File: src/hw/rtl/pjs_pkg.sv
`timescale 1ns / 1ps
// shared constants, job types and ordering function for the priority job scheduler
package pjs_pkg;

    localparam int MAX_JOBS = 64;
    localparam int ADDR_W   = $clog2(MAX_JOBS);
    localparam int CNT_W    = $clog2(MAX_JOBS + 1);
    localparam int TIME_W   = 23;
    localparam int ID_W     = 16;
    localparam int PRIO_W   = 8;
    localparam int TICK_W   = 16;

    typedef struct packed {
        logic [ID_W-1:0]   id;
        logic [PRIO_W-1:0] prio;
        logic [TICK_W-1:0] arr;
        logic [TICK_W-1:0] bur;
    } t_job;

    localparam int JOB_W = $bits(t_job);

    typedef struct packed {
        logic              found;
        logic [ADDR_W-1:0] idx;
        t_job              job;
    } t_best;

    // strict ordering: lower priority value first, then earlier arrival
    function automatic logic goes_before(input t_job a, input t_job b);
        logic res;
        if (a.prio != b.prio) begin
            res = (a.prio < b.prio);
        end else begin
            res = (a.arr < b.arr);
        end
        return res;
    endfunction

endpackage

File: src/hw/rtl/pjs_if.sv
`timescale 1ns / 1ps
// valid/ready channels for job loading and schedule results
interface pjs_job_if;
    logic        valid;
    logic        ready;
    logic [15:0] job_id;
    logic [7:0]  job_priority;
    logic [15:0] arrival;
    logic [15:0] burst;
    logic        final_job;

    modport source (output valid, job_id, job_priority, arrival, burst, final_job,
                    input ready);
    modport sink   (input valid, job_id, job_priority, arrival, burst, final_job,
                    output ready);
endinterface

interface pjs_res_if;
    logic        valid;
    logic        ready;
    logic [15:0] served_id;
    logic [22:0] completion;
    logic [22:0] turnaround;
    logic [22:0] waiting;
    logic        last_result;

    modport source (output valid, served_id, completion, turnaround, waiting, last_result,
                    input ready);
    modport sink   (input valid, served_id, completion, turnaround, waiting, last_result,
                    output ready);
endinterface

File: src/hw/rtl/pjs_ram.sv
`timescale 1ns / 1ps
// generic single-write, single-read ram with registered read data
module pjs_ram #(
    parameter int WIDTH = 8,
    parameter int DEPTH = 16
) (
    input  logic                     i_clk,
    input  logic                     i_we,
    input  logic [$clog2(DEPTH)-1:0] i_waddr,
    input  logic [WIDTH-1:0]         i_wdata,
    input  logic                     i_re,
    input  logic [$clog2(DEPTH)-1:0] i_raddr,
    output logic [WIDTH-1:0]         o_rdata
);

    logic [WIDTH-1:0] r_mem [DEPTH];
    logic [WIDTH-1:0] r_rdata;

    always_ff @(posedge i_clk) begin
        if (i_we) begin
            r_mem[i_waddr] <= i_wdata;
        end
        if (i_re) begin
            r_rdata <= r_mem[i_raddr];
        end
    end

    assign o_rdata = r_rdata;

endmodule

File: src/hw/rtl/pjs_pick.sv
`timescale 1ns / 1ps
// running minimum over one scan of the job store
module pjs_pick
    import pjs_pkg::*;
(
    input  logic              i_clk,
    input  logic              i_rst_n,
    input  logic              i_clear,
    input  logic              i_vld,
    input  logic              i_skip,
    input  logic [ADDR_W-1:0] i_idx,
    input  t_job              i_job,
    output t_best             o_best
);

    t_best r_best;
    logic  take;

    // ascending scan with a strict compare keeps load order among equal keys
    assign take = i_vld && !i_skip && (!r_best.found || goes_before(i_job, r_best.job));

    always_ff @(posedge i_clk) begin
        if (take) begin
            r_best.idx <= i_idx;
            r_best.job <= i_job;
        end
        if (!i_rst_n) begin
            r_best.found <= 1'b0;
        end else if (i_clear) begin
            r_best.found <= 1'b0;
        end else if (take) begin
            r_best.found <= 1'b1;
        end
    end

    assign o_best = r_best;

endmodule

File: src/hw/rtl/priority_job_scheduler.sv
`timescale 1ns / 1ps
// top level: job loading, selection scans over the job ram, timing and result register
//
//  channel   dir   payload                                           beat
//  i_job     in    job_id, job_priority, arrival, burst, final_job   one job
//  o_res     out   served_id, completion, turnaround, waiting,
//                  last_result                                       one served job
//
// jobs load at one beat per cycle while idle; the beat with final_job closes the set.
// each result then takes a scan with one ram read per stored job, followed by the
// drain, timing and emit steps; the single read port of the job ram serialises these
// reads, and no jobs are taken meanwhile. a stalled o_res holds the schedule in its
// emit step. reset is synchronous and needs no clearing pass: only entries written in
// the current set are read.
module priority_job_scheduler
    import pjs_pkg::*;
(
    input  logic      i_clk,
    input  logic      i_rst_n,
    pjs_job_if.sink   i_job,
    pjs_res_if.source o_res
);

    localparam logic [2:0] ST_IDLE  = 3'd0;
    localparam logic [2:0] ST_SCAN  = 3'd1;
    localparam logic [2:0] ST_DRAIN = 3'd2;
    localparam logic [2:0] ST_CALC  = 3'd3;
    localparam logic [2:0] ST_EMIT  = 3'd4;

    logic [2:0]          r_state;
    logic [CNT_W-1:0]    r_count;
    logic [CNT_W-1:0]    r_emitted;
    logic [TIME_W-1:0]   r_clk_now;
    logic [ADDR_W-1:0]   r_scan;
    logic                r_rd_vld;
    logic [ADDR_W-1:0]   r_rd_idx;
    logic [MAX_JOBS-1:0] r_served;
    logic [TIME_W-1:0]   r_done;
    logic [TIME_W-1:0]   r_wait;

    logic                r_o_valid;
    logic [ID_W-1:0]     r_o_id;
    logic [TIME_W-1:0]   r_o_completion;
    logic [TIME_W-1:0]   r_o_turnaround;
    logic [TIME_W-1:0]   r_o_waiting;
    logic                r_o_last;

    logic                job_acc;
    logic                store_en;
    t_job                in_job;
    logic [JOB_W-1:0]    rd_data;
    t_best               best;
    logic                pick_clear;
    logic                scan_last;
    logic                out_free;
    logic                emit;
    logic                emit_last;
    logic [TIME_W-1:0]   best_arr;
    logic [TIME_W-1:0]   best_bur;
    logic [TIME_W-1:0]   start;

    assign i_job.ready = (r_state == ST_IDLE);
    assign job_acc     = i_job.valid && i_job.ready;
    // a full store drops further jobs
    assign store_en    = job_acc && (r_count < CNT_W'(MAX_JOBS));

    assign in_job.id   = i_job.job_id;
    assign in_job.prio = i_job.job_priority;
    assign in_job.arr  = i_job.arrival;
    assign in_job.bur  = i_job.burst;

    // loads and scans never overlap, so no forwarding between the ports is needed
    pjs_ram #(
        .WIDTH (JOB_W),
        .DEPTH (MAX_JOBS)
    ) u_job_ram (
        .i_clk   (i_clk),
        .i_we    (store_en),
        .i_waddr (r_count[ADDR_W-1:0]),
        .i_wdata (in_job),
        .i_re    (r_state == ST_SCAN),
        .i_raddr (r_scan),
        .o_rdata (rd_data)
    );

    assign out_free   = !r_o_valid || o_res.ready;
    assign emit       = (r_state == ST_EMIT) && out_free;
    assign emit_last  = (r_emitted + 1'b1) == r_count;
    assign pick_clear = emit || (job_acc && i_job.final_job);

    pjs_pick u_pick (
        .i_clk   (i_clk),
        .i_rst_n (i_rst_n),
        .i_clear (pick_clear),
        .i_vld   (r_rd_vld),
        .i_skip  (r_served[r_rd_idx]),
        .i_idx   (r_rd_idx),
        .i_job   (t_job'(rd_data)),
        .o_best  (best)
    );

    assign scan_last = (CNT_W'(r_scan) + 1'b1) == r_count;
    assign best_arr  = TIME_W'(best.job.arr);
    assign best_bur  = TIME_W'(best.job.bur);
    // idle clock jumps forward to the arrival
    assign start     = (r_clk_now < best_arr) ? best_arr : r_clk_now;

    always_ff @(posedge i_clk) begin
        if (!i_rst_n) begin
            r_state   <= ST_IDLE;
            r_count   <= '0;
            r_emitted <= '0;
            r_clk_now <= '0;
            r_scan    <= '0;
            r_rd_vld  <= 1'b0;
            r_served  <= '0;
        end else begin
            r_rd_vld <= (r_state == ST_SCAN);
            case (r_state)
                ST_IDLE: begin
                    if (job_acc) begin
                        r_count <= r_count + CNT_W'(store_en);
                        if (i_job.final_job) begin
                            r_state   <= ST_SCAN;
                            r_scan    <= '0;
                            r_emitted <= '0;
                        end
                    end
                end
                ST_SCAN: begin
                    r_scan <= r_scan + 1'b1;
                    if (scan_last) begin
                        r_state <= ST_DRAIN;
                    end
                end
                ST_DRAIN: begin
                    r_state <= ST_CALC;
                end
                ST_CALC: begin
                    r_state <= ST_EMIT;
                end
                ST_EMIT: begin
                    if (emit) begin
                        r_served[best.idx] <= 1'b1;
                        r_emitted          <= r_emitted + 1'b1;
                        r_clk_now          <= r_done;
                        r_scan             <= '0;
                        if (emit_last) begin
                            r_state   <= ST_IDLE;
                            r_count   <= '0;
                            r_clk_now <= '0;
                            r_served  <= '0;
                        end else begin
                            r_state <= ST_SCAN;
                        end
                    end
                end
                default: begin
                    r_state <= ST_IDLE;
                end
            endcase
        end
    end

    always_ff @(posedge i_clk) begin
        r_rd_idx <= r_scan;
        if (r_state == ST_CALC) begin
            r_done <= start + best_bur;
            r_wait <= start - best_arr;
        end
    end

    // result register
    always_ff @(posedge i_clk) begin
        if (!i_rst_n) begin
            r_o_valid <= 1'b0;
        end else if (emit) begin
            r_o_valid <= 1'b1;
        end else if (o_res.ready) begin
            r_o_valid <= 1'b0;
        end
    end

    always_ff @(posedge i_clk) begin
        if (emit) begin
            r_o_id         <= best.job.id;
            r_o_completion <= r_done;
            r_o_turnaround <= r_done - best_arr;
            r_o_waiting    <= r_wait;
            r_o_last       <= emit_last;
        end
    end

    assign o_res.valid       = r_o_valid;
    assign o_res.served_id   = r_o_id;
    assign o_res.completion  = r_o_completion;
    assign o_res.turnaround  = r_o_turnaround;
    assign o_res.waiting     = r_o_waiting;
    assign o_res.last_result = r_o_last;

endmodule

File: src/flat_wrapper.sv
// flat-port wrapper written by rule: the top's interface ports become plain ports
module priority_job_scheduler_flat import pjs_pkg::*;
  (i_clk, i_rst_n, i_job_valid, i_job_job_id, i_job_job_priority, i_job_arrival, i_job_burst, i_job_final_job, i_job_ready, o_res_valid, o_res_served_id, o_res_completion, o_res_turnaround, o_res_waiting, o_res_last_result, o_res_ready);
  pjs_job_if i_job_i ();
  pjs_res_if o_res_i ();
  input  logic i_clk;
  input  logic i_rst_n;
  input wire logic [$bits(i_job_i.valid)-1:0] i_job_valid;
  input wire logic [$bits(i_job_i.job_id)-1:0] i_job_job_id;
  input wire logic [$bits(i_job_i.job_priority)-1:0] i_job_job_priority;
  input wire logic [$bits(i_job_i.arrival)-1:0] i_job_arrival;
  input wire logic [$bits(i_job_i.burst)-1:0] i_job_burst;
  input wire logic [$bits(i_job_i.final_job)-1:0] i_job_final_job;
  output wire logic [$bits(i_job_i.ready)-1:0] i_job_ready;
  output wire logic [$bits(o_res_i.valid)-1:0] o_res_valid;
  output wire logic [$bits(o_res_i.served_id)-1:0] o_res_served_id;
  output wire logic [$bits(o_res_i.completion)-1:0] o_res_completion;
  output wire logic [$bits(o_res_i.turnaround)-1:0] o_res_turnaround;
  output wire logic [$bits(o_res_i.waiting)-1:0] o_res_waiting;
  output wire logic [$bits(o_res_i.last_result)-1:0] o_res_last_result;
  input wire logic [$bits(o_res_i.ready)-1:0] o_res_ready;
  assign i_job_i.valid = i_job_valid;
  assign i_job_i.job_id = i_job_job_id;
  assign i_job_i.job_priority = i_job_job_priority;
  assign i_job_i.arrival = i_job_arrival;
  assign i_job_i.burst = i_job_burst;
  assign i_job_i.final_job = i_job_final_job;
  assign i_job_ready = i_job_i.ready;
  assign o_res_valid = o_res_i.valid;
  assign o_res_served_id = o_res_i.served_id;
  assign o_res_completion = o_res_i.completion;
  assign o_res_turnaround = o_res_i.turnaround;
  assign o_res_waiting = o_res_i.waiting;
  assign o_res_last_result = o_res_i.last_result;
  assign o_res_i.ready = o_res_ready;
  priority_job_scheduler u_core (.i_clk(i_clk), .i_rst_n(i_rst_n), .i_job(i_job_i), .o_res(o_res_i));
endmodule
File: config.mk
export PLATFORM = sky130hd
export DESIGN_NAME = priority_job_scheduler_flat
export DESIGN_NICKNAME = d
export VERILOG_FILES = /design/src/hw/rtl/pjs_pkg.sv /design/src/hw/rtl/pjs_if.sv /design/src/hw/rtl/pjs_ram.sv /design/src/hw/rtl/pjs_pick.sv /design/src/hw/rtl/priority_job_scheduler.sv /design/src/flat_wrapper.sv
export SDC_FILE = /design/constraint.sdc
export NUM_CORES = 2
export LEC_CHECK = 0
export ABC_CLOCK_PERIOD_IN_PS = 7300
export BUFFER_PORTS_ARGS = -buffer_cell sky130_fd_sc_hd__buf_2
export CORE_MARGIN = 1.5
export CORE_UTILIZATION = 50
export CTS_BUF_LIST = sky130_fd_sc_hd__clkbuf_16
export DETAILED_ROUTE_END_ITERATION = 6
export PLACE_DENSITY = 0.76
export SYNTH_ARGS = -nofsm -noshare
export SYNTH_HDL_FRONTEND = slang
export SYNTH_SLANG_ARGS = --single-unit
File: constraint.sdc
create_clock -name i_clk -period 7.3 [get_ports i_clk]
set_input_delay 0.365 -clock i_clk [delete_from_list [all_inputs] [get_ports i_clk]]
set_output_delay 0.365 -clock i_clk [all_outputs]
set_load 0.005 [all_outputs]
# Word-level counts from Yosys, hierarchy flattened
# Memory sizes are Yosys's and may differ from the RTL's. A register that Yosys moved wholly into a read port is not among the register bits.
# Cells that the tools add are included.
dict set report totals {
  regBits 313
  latchBits 0
  mem_bits_rw 3584
  mem_bits_ro 0
  in_bits 61
  output_inout_bits 88
  wordCells 104
  n_memories 1
}
dict set report classes {
  addsub 7
  multipliers 0
  n_div 0
  order_cmp 7
  eq_ne 12
  shifts 0
  muxes 30
  bitwise 2
  n_reduce_logical 23
}
# name words word_bits rd rd_clocked_by_memory_dff write_ports line
set memory_table {}
lappend memory_table {u_core.u_job_ram.r_mem 64 56 1 1 1 pjs_ram.sv:16} ;# logic [WIDTH-1:0] r_mem [DEPTH];
# operator n
set op_table {}
lappend op_table {{64-bit two-way mux} 1}
lappend op_table {{64-bit OR} 1}
lappend op_table {{23-bit two-way mux} 2}
lappend op_table {{23-bit by 16-bit subtractor with 23-bit output} 2}
lappend op_table {{7-bit two-way mux} 6}
lappend op_table {{7-bit case mux with 2 select lines} 2}
lappend op_table {{23-bit by 16-bit adder with 23-bit output} 1}
lappend op_table {{23-bit by 16-bit less-than comparator with 1-bit output} 1}
lappend op_table {{6-bit two-way mux} 3}
lappend op_table {{6-bit case mux with 3 select lines} 1}
lappend op_table {{16-bit less-than comparator} 1}
lappend op_table {{4-bit AND reduction} 4}
lappend op_table {{3-bit case mux with 5 select lines} 1}
lappend op_table {{7-bit equality test} 2}
lappend op_table {{6-bit by 7-bit less-than comparator with 1-bit output, second input constant} 2}
lappend op_table {{3-bit two-way mux} 4}
lappend op_table {{8-bit less-than comparator} 1}
lappend op_table {{1-bit two-way mux} 8}
lappend op_table {{8-bit inequality test} 1}
lappend op_table {{6-bit by 1-bit adder with 7-bit output, second input constant} 1}
lappend op_table {{7-bit by 1-bit adder with 7-bit output} 1}
lappend op_table {{7-bit by 1-bit adder with 7-bit output, second input constant} 1}
lappend op_table {{1-bit logical AND} 7}
lappend op_table {{7-bit less-than comparator, second input constant} 1}
lappend op_table {{other kinds (17)} 26}

# Depth between registers and ports, before layout
dict set report logic_depth {
  word_depth 6
  ltp_mapped 19
  depth_no_buf 19
}

# By module
# Synthesis repeated with hierarchy kept, for this count alone.
dict set report hier_totals {
  hier_cells 7381
  hier_area_um2 152973.0
}
# module n_inst cells_each area_per_inst_um2 seq_area_each_um2
set by_module_without_submodules {}
lappend by_module_without_submodules {pjs_ram 1 5949 137544.4 109304.8}
lappend by_module_without_submodules {priority_job_scheduler 1 1285 12947.4 6326.1}
lappend by_module_without_submodules {pjs_pick 1 147 2481.1 1881.8}

# Worst setup path after synthesis
# Ideal clock, no wire load.
dict set report synth_path {
  path_kind {register to register}
  startpoint {reg u_core.r_rd_idx[0]}
  endpoint {reg u_core.u_pick.r_best (netlist bit u_core.u_pick.o_best[0]), enable pin}
  setup_ns 0.519
  t_arrival_ns 5.799
  t_required_ns 6.781
  slack_ns 0.981
  stages_incl_launch_ff 9
  path_buffers 2
  period_less_slack_ns 6.319
  path_cell_list {dfxtp_1 clkbuf_1 buf_2 mux4_2 mux4_2 mux4_2 nor2b_1 inv_1 a31oi_1}
}
dict set report synth_between {
  elab_chain_cells 5
}
# element line
set synth_lines {}
lappend synth_lines {{from (decl)} priority_job_scheduler.sv:36} ;# logic [ADDR_W-1:0] r_rd_idx;
lappend synth_lines {{from (signal assigned)} priority_job_scheduler.sv:166} ;# r_rd_idx <= r_scan;
lappend synth_lines {{1-bit binary-select mux with 6-bit select} priority_job_scheduler.sv:96} ;# .i_skip (r_served[r_rd_idx]),
lappend synth_lines {{1-bit two-way mux (not written as such)} priority_job_scheduler.sv:96}
lappend synth_lines {{1-bit zero test} pjs_pick.sv:20} ;# assign take = i_vld && !i_skip && (!r_best.found || goes_before(i_job, r_best.job));
lappend synth_lines {{1-bit logical AND (2 in a row)} pjs_pick.sv:20}
lappend synth_lines {{named net u_core.u_pick.take} pjs_pick.sv:17} ;# logic take;
lappend synth_lines {{to (decl)} pjs_pick.sv:16} ;# t_best r_best;
# The timed path passes the listed nets, and every way through them passes these cells. The select of a mux whose other input is x is not followed.
# A chain may end at the register's enable or synchronous reset.

# Final worst setup path
dict set report layout_path {
  startpoint {reg u_core.r_clk_now[16]}
  endpoint {reg u_core.r_done[22], data pin}
}
dict set report layout_between {
  elab_chain_cells 3
}
# element line
set layout_lines {}
lappend layout_lines {{from (decl)} priority_job_scheduler.sv:33} ;# logic [TIME_W-1:0] r_clk_now;
lappend layout_lines {{from (signal assigned)} priority_job_scheduler.sv:146} ;# r_clk_now <= r_done;
lappend layout_lines {{23-bit by 16-bit less-than comparator with 1-bit output} priority_job_scheduler.sv:106} ;# assign start = (r_clk_now < best_arr) ? best_arr : r_clk_now;
lappend layout_lines {{23-bit two-way mux (*)} priority_job_scheduler.sv:106}
lappend layout_lines {{23-bit by 16-bit adder with 23-bit output (*)} priority_job_scheduler.sv:168} ;# r_done <= start + best_bur;
lappend layout_lines {{to (signal assigned)} priority_job_scheduler.sv:168}
lappend layout_lines {{to (decl)} priority_job_scheduler.sv:38} ;# logic [TIME_W-1:0] r_done;
# Every way passes the cells marked *; elsewhere a longest branch is shown, timed or not.

==> impl_metrics.env <==
export IMPL_place_congestion=0.816
export IMPL_achievable_frequency_mhz=191
export IMPL_period_minus_slack_ns=5.22
export IMPL_cts_max_level=5
export IMPL_nets=6979
export IMPL_yosysMostFrequentCell="edfxtp_1"
export IMPL_slew_headroom_pct=11.3
export IMPL_antenna_found_initial=38
export IMPL_die_area_um2=307000
export IMPL_ant_nets=0
export IMPL_ys_types=66
export IMPL_yosysWarnings=0
export IMPL_clock_path_buffers=4
export IMPL_post_cts_buffers=0
export IMPL_cp_end_kind="register"
export IMPL_syn_area_um2=152000
export IMPL_grtUsageTotal_pct=27.1
export IMPL_period_share_pct=71.6
export IMPL_ys_top_cells_by_area="edfxtp_1 (76%), mux4_2 (18%), dfxtp_1 (1.6%), ha_1 (0.74%), clkbuf_1 (0.53%)"
export IMPL_violations="DRC"
export IMPL_critPathMaxFanout=9
export IMPL_dpl_hpwl_mm=196
export IMPL_finalSetupViolCount=0
export IMPL_fp_dieH_um=554
export IMPL_clkPwrFrac_pct=39.3
export IMPL_hold_path_cell_count=4
export IMPL_netSwitchingFraction_pct=22.8
export IMPL_cp_slowest_cell="or3_1"
export IMPL_clock_skew_ns=0.0862
export IMPL_vias=75783
export IMPL_rows=202
export IMPL_critPathKind="register to register"
export IMPL_ys_flop_type="edfxtp_1"
export IMPL_r2r_start="u_core.r_clk_now[16]"
export IMPL_peakVddDrop_mv=0.231
export IMPL_p_comb_share_pct=8.9
export IMPL_min_to="u_core.r_state[0]"
export IMPL_tightest_slew_ns=1.32
export IMPL_dp_cells=10414
export IMPL_final_cells=11117
export IMPL_chipWidth_um=554
export IMPL_cap_violations=0
export IMPL_p_seq_share_pct=51.7
export IMPL_cp_cell_sequence="or3_1 -> nor3_1 -> nand2_1 -> o21ai_2 -> mux2i_1 -> nor2b_1 -> fa_1 -> a21o_1 -> a21o_1 -> a21oi_1 -> o31ai_1 -> o41a_1 -> a211o_1 -> a21oi_1 -> nor3b_1 -> xor2_1"
export IMPL_grt_pass1_vias=75151
export IMPL_critical_path_arrival_ns=5.87
export IMPL_synth_top_cell_by_area="edfxtp_1"
export IMPL_hold_start="i_job_valid"
export IMPL_grt_pass1_wl_mm=583
export IMPL_numCtsBuffers=383
export IMPL_synth_nets=6606
export IMPL_cts_tree="built"
export IMPL_max_stage_delay_ns=0.52
export IMPL_core_area_um2=302000
export IMPL_fin_setup_tns_ns=0
export IMPL_wl_mm=425
export IMPL_clk_latency_ns=0.95
export IMPL_clkSinkCount=3953
export IMPL_ys_ff_latch=3953
export IMPL_synth_edf_count=3834
export IMPL_dr_pass1_iters=7
export IMPL_drc_errors=2
export IMPL_power_density_nw_per_um2=288
export IMPL_drv_slew=0
export IMPL_clk_pin_slew_ns=0.06
export IMPL_r2r_end="u_core.r_done[22]"
export IMPL_p_leak_uw=0.0520
export IMPL_synth_seq_area_share_pct=77.5
export IMPL_overflow=0
export IMPL_netlist_top_cells_count="edfxtp_1 (3834), mux4_2 (1182), clkbuf_1 (215), nor2_1 (212), a21oi_1 (120)"
export IMPL_clock_root_buffer="clkbuf_16"
export IMPL_port_buffer_count=148
export IMPL_viasPerCell=6.82
export IMPL_hold_viol_final=0
export IMPL_internal_power_uw=37900
export IMPL_worstPathRequired_ns=7.94
export IMPL_routedWlPerCell_um=38.3
export IMPL_syn_inst=6452
export IMPL_rsz0062_at_grt="false"
export IMPL_start_kind="register"
export IMPL_ioPinCount=149
export IMPL_synth_area_per_cell_um2=23.5
export IMPL_synth_top_area_share_pct=75.9
export IMPL_grt_max_degree=131
export IMPL_synth_async_reset_ratio_pct=0
export IMPL_outcome="finished, violations left"
export IMPL_drive_gt1_share_pct=29.8
export IMPL_p_sw_uw=11200
export IMPL_r2r_cells=16
export IMPL_ctsHoldBuffers=4
export IMPL_first_iter_violations=12181
export IMPL_r2r_slack_ns=2.08
export IMPL_syn2layout_area_growth_pct=12.5
export IMPL_cts_resized=0
export IMPL_min_path_type="input port to register"
export IMPL_initial_core_util_pct=50.2
power by group through the flow:
stage	registers (uW)	clock network [uW]	logic (uW)
global route	25400	20200	4650
detailed placement	25900	0	4280
CTS	25400	19400	4400
floorplan	25800	0	3070
global placement	25900	0	4190
finish	25400	19300	4390
layout make-up:
type / instances / area [um^2]
fillers: 20738 / 132000
flip-flops and latches: 3953 / 118000
multi-input cells: 2135 / 33300
clock buffers: 386 / 9660
well taps: 3978 / 4980
repair buffers: 305 / 2550
clock inverters: 297 / 2330
inverters: 47 / 181
diodes: 16 / 40.0
kinds of logic after synthesis:
logic type,synth area share [%]
fa+ha+maj,0.782
simple gates,1.33
buf+inv,0.910
mux,17.8
compound gates,1.26
flops,77.5
xor+xnor,0.474
per-layer routing:
layer,GRT usage [%],vias to the layer above,share of wire (%)
met5,0,-,0.046
met4,11.4,32,5.5
met3,6.55,1314,13
met2,44.2,6463,49
met1,35.1,39693,33
li1,-,28281,-
cell usage in the layout, fill, tap and decap left out, types with 16 or more instances in the layout:
cell type and instances:
clkbuf_16 386, nor3_1 23, o21ai_0 61, inv_1 112, ha_1 90, mux2i_1 17
dfxtp_1 113, bufinv_16 28, a21oi_1 120, xor2_1 36, buf_12 50, buf_4 103
clkinv_1 82, mux2_2 16, nor2_4 65, clkinv_2 71, diode_2 16, xnor2_1 41
nand2_1 92, a22o_1 23, edfxtp_1 3834, a21o_1 26, buf_2 148, nor2_1 146
mux4_2 1182, nand3_1 22
state kept, by name, summed over array words and instances, names as in the netlist, 3 cells and up:
signal and cells:
u_core.u_job_ram.o_rdata 56, u_core.u_pick.o_best 63, u_core.r_done 23, u_core.r_emitted 7
u_core.u_job_ram.r_mem 3584, u_core.r_clk_now 23, u_core.r_served 64, u_core.o_res.completion 23
u_core.r_scan 6, u_core.r_state 3, u_core.r_rd_idx 6, u_core.o_res.served_id 16
u_core.r_wait 23, u_core.r_count 7, u_core.o_res.turnaround 23, u_core.o_res.waiting 23
worst max-delay path, delay by kind of cell (launching register included):
kind / cells / cell delay, ns
AOI/OAI and AO/OA: 8 / 2.35
xor gates and xnor gates: 1 / 0.16
adders and majority gates: 1 / 0.43
DFF: 1 / 0.40
muxes: 1 / 0.32
and+or+nand+nor: 5 / 1.30
worst max path at each step:
stage                         startpoint                 endpoint  slack [ns]  cells past startpoint
floorplan             u_core.r_rd_idx[0]  u_core.u_pick.o_best[0]        0.98                      8
global placement    u_core.r_clk_now[16]        u_core.r_wait[17]        1.94                     16
detailed placement  u_core.r_clk_now[16]        u_core.r_wait[21]        2.03                     16
CTS                 u_core.r_clk_now[16]        u_core.r_wait[17]        2.02                     16
global route        u_core.r_clk_now[17]        u_core.r_wait[17]        1.67                     16
finish              u_core.r_clk_now[16]        u_core.r_done[22]        2.08                     16
metrics by stage:
stage	hold WS, ns	power (uW)	area (um^2)	utilization [%]	setup WS (ns)
floorplan	0.329	28800	152000	-	0.981
global placement	0.403	30100	159000	52.5	1.94
detailed placement	0.405	30200	159000	52.5	2.03
CTS	0.00429	49200	171000	56.4	2.02
global route	0.0868	50300	171000	56.4	1.67
finish	0.0732	49100	171000	56.4	2.08
No activity file was read; power rests on OpenSTA's default activity.
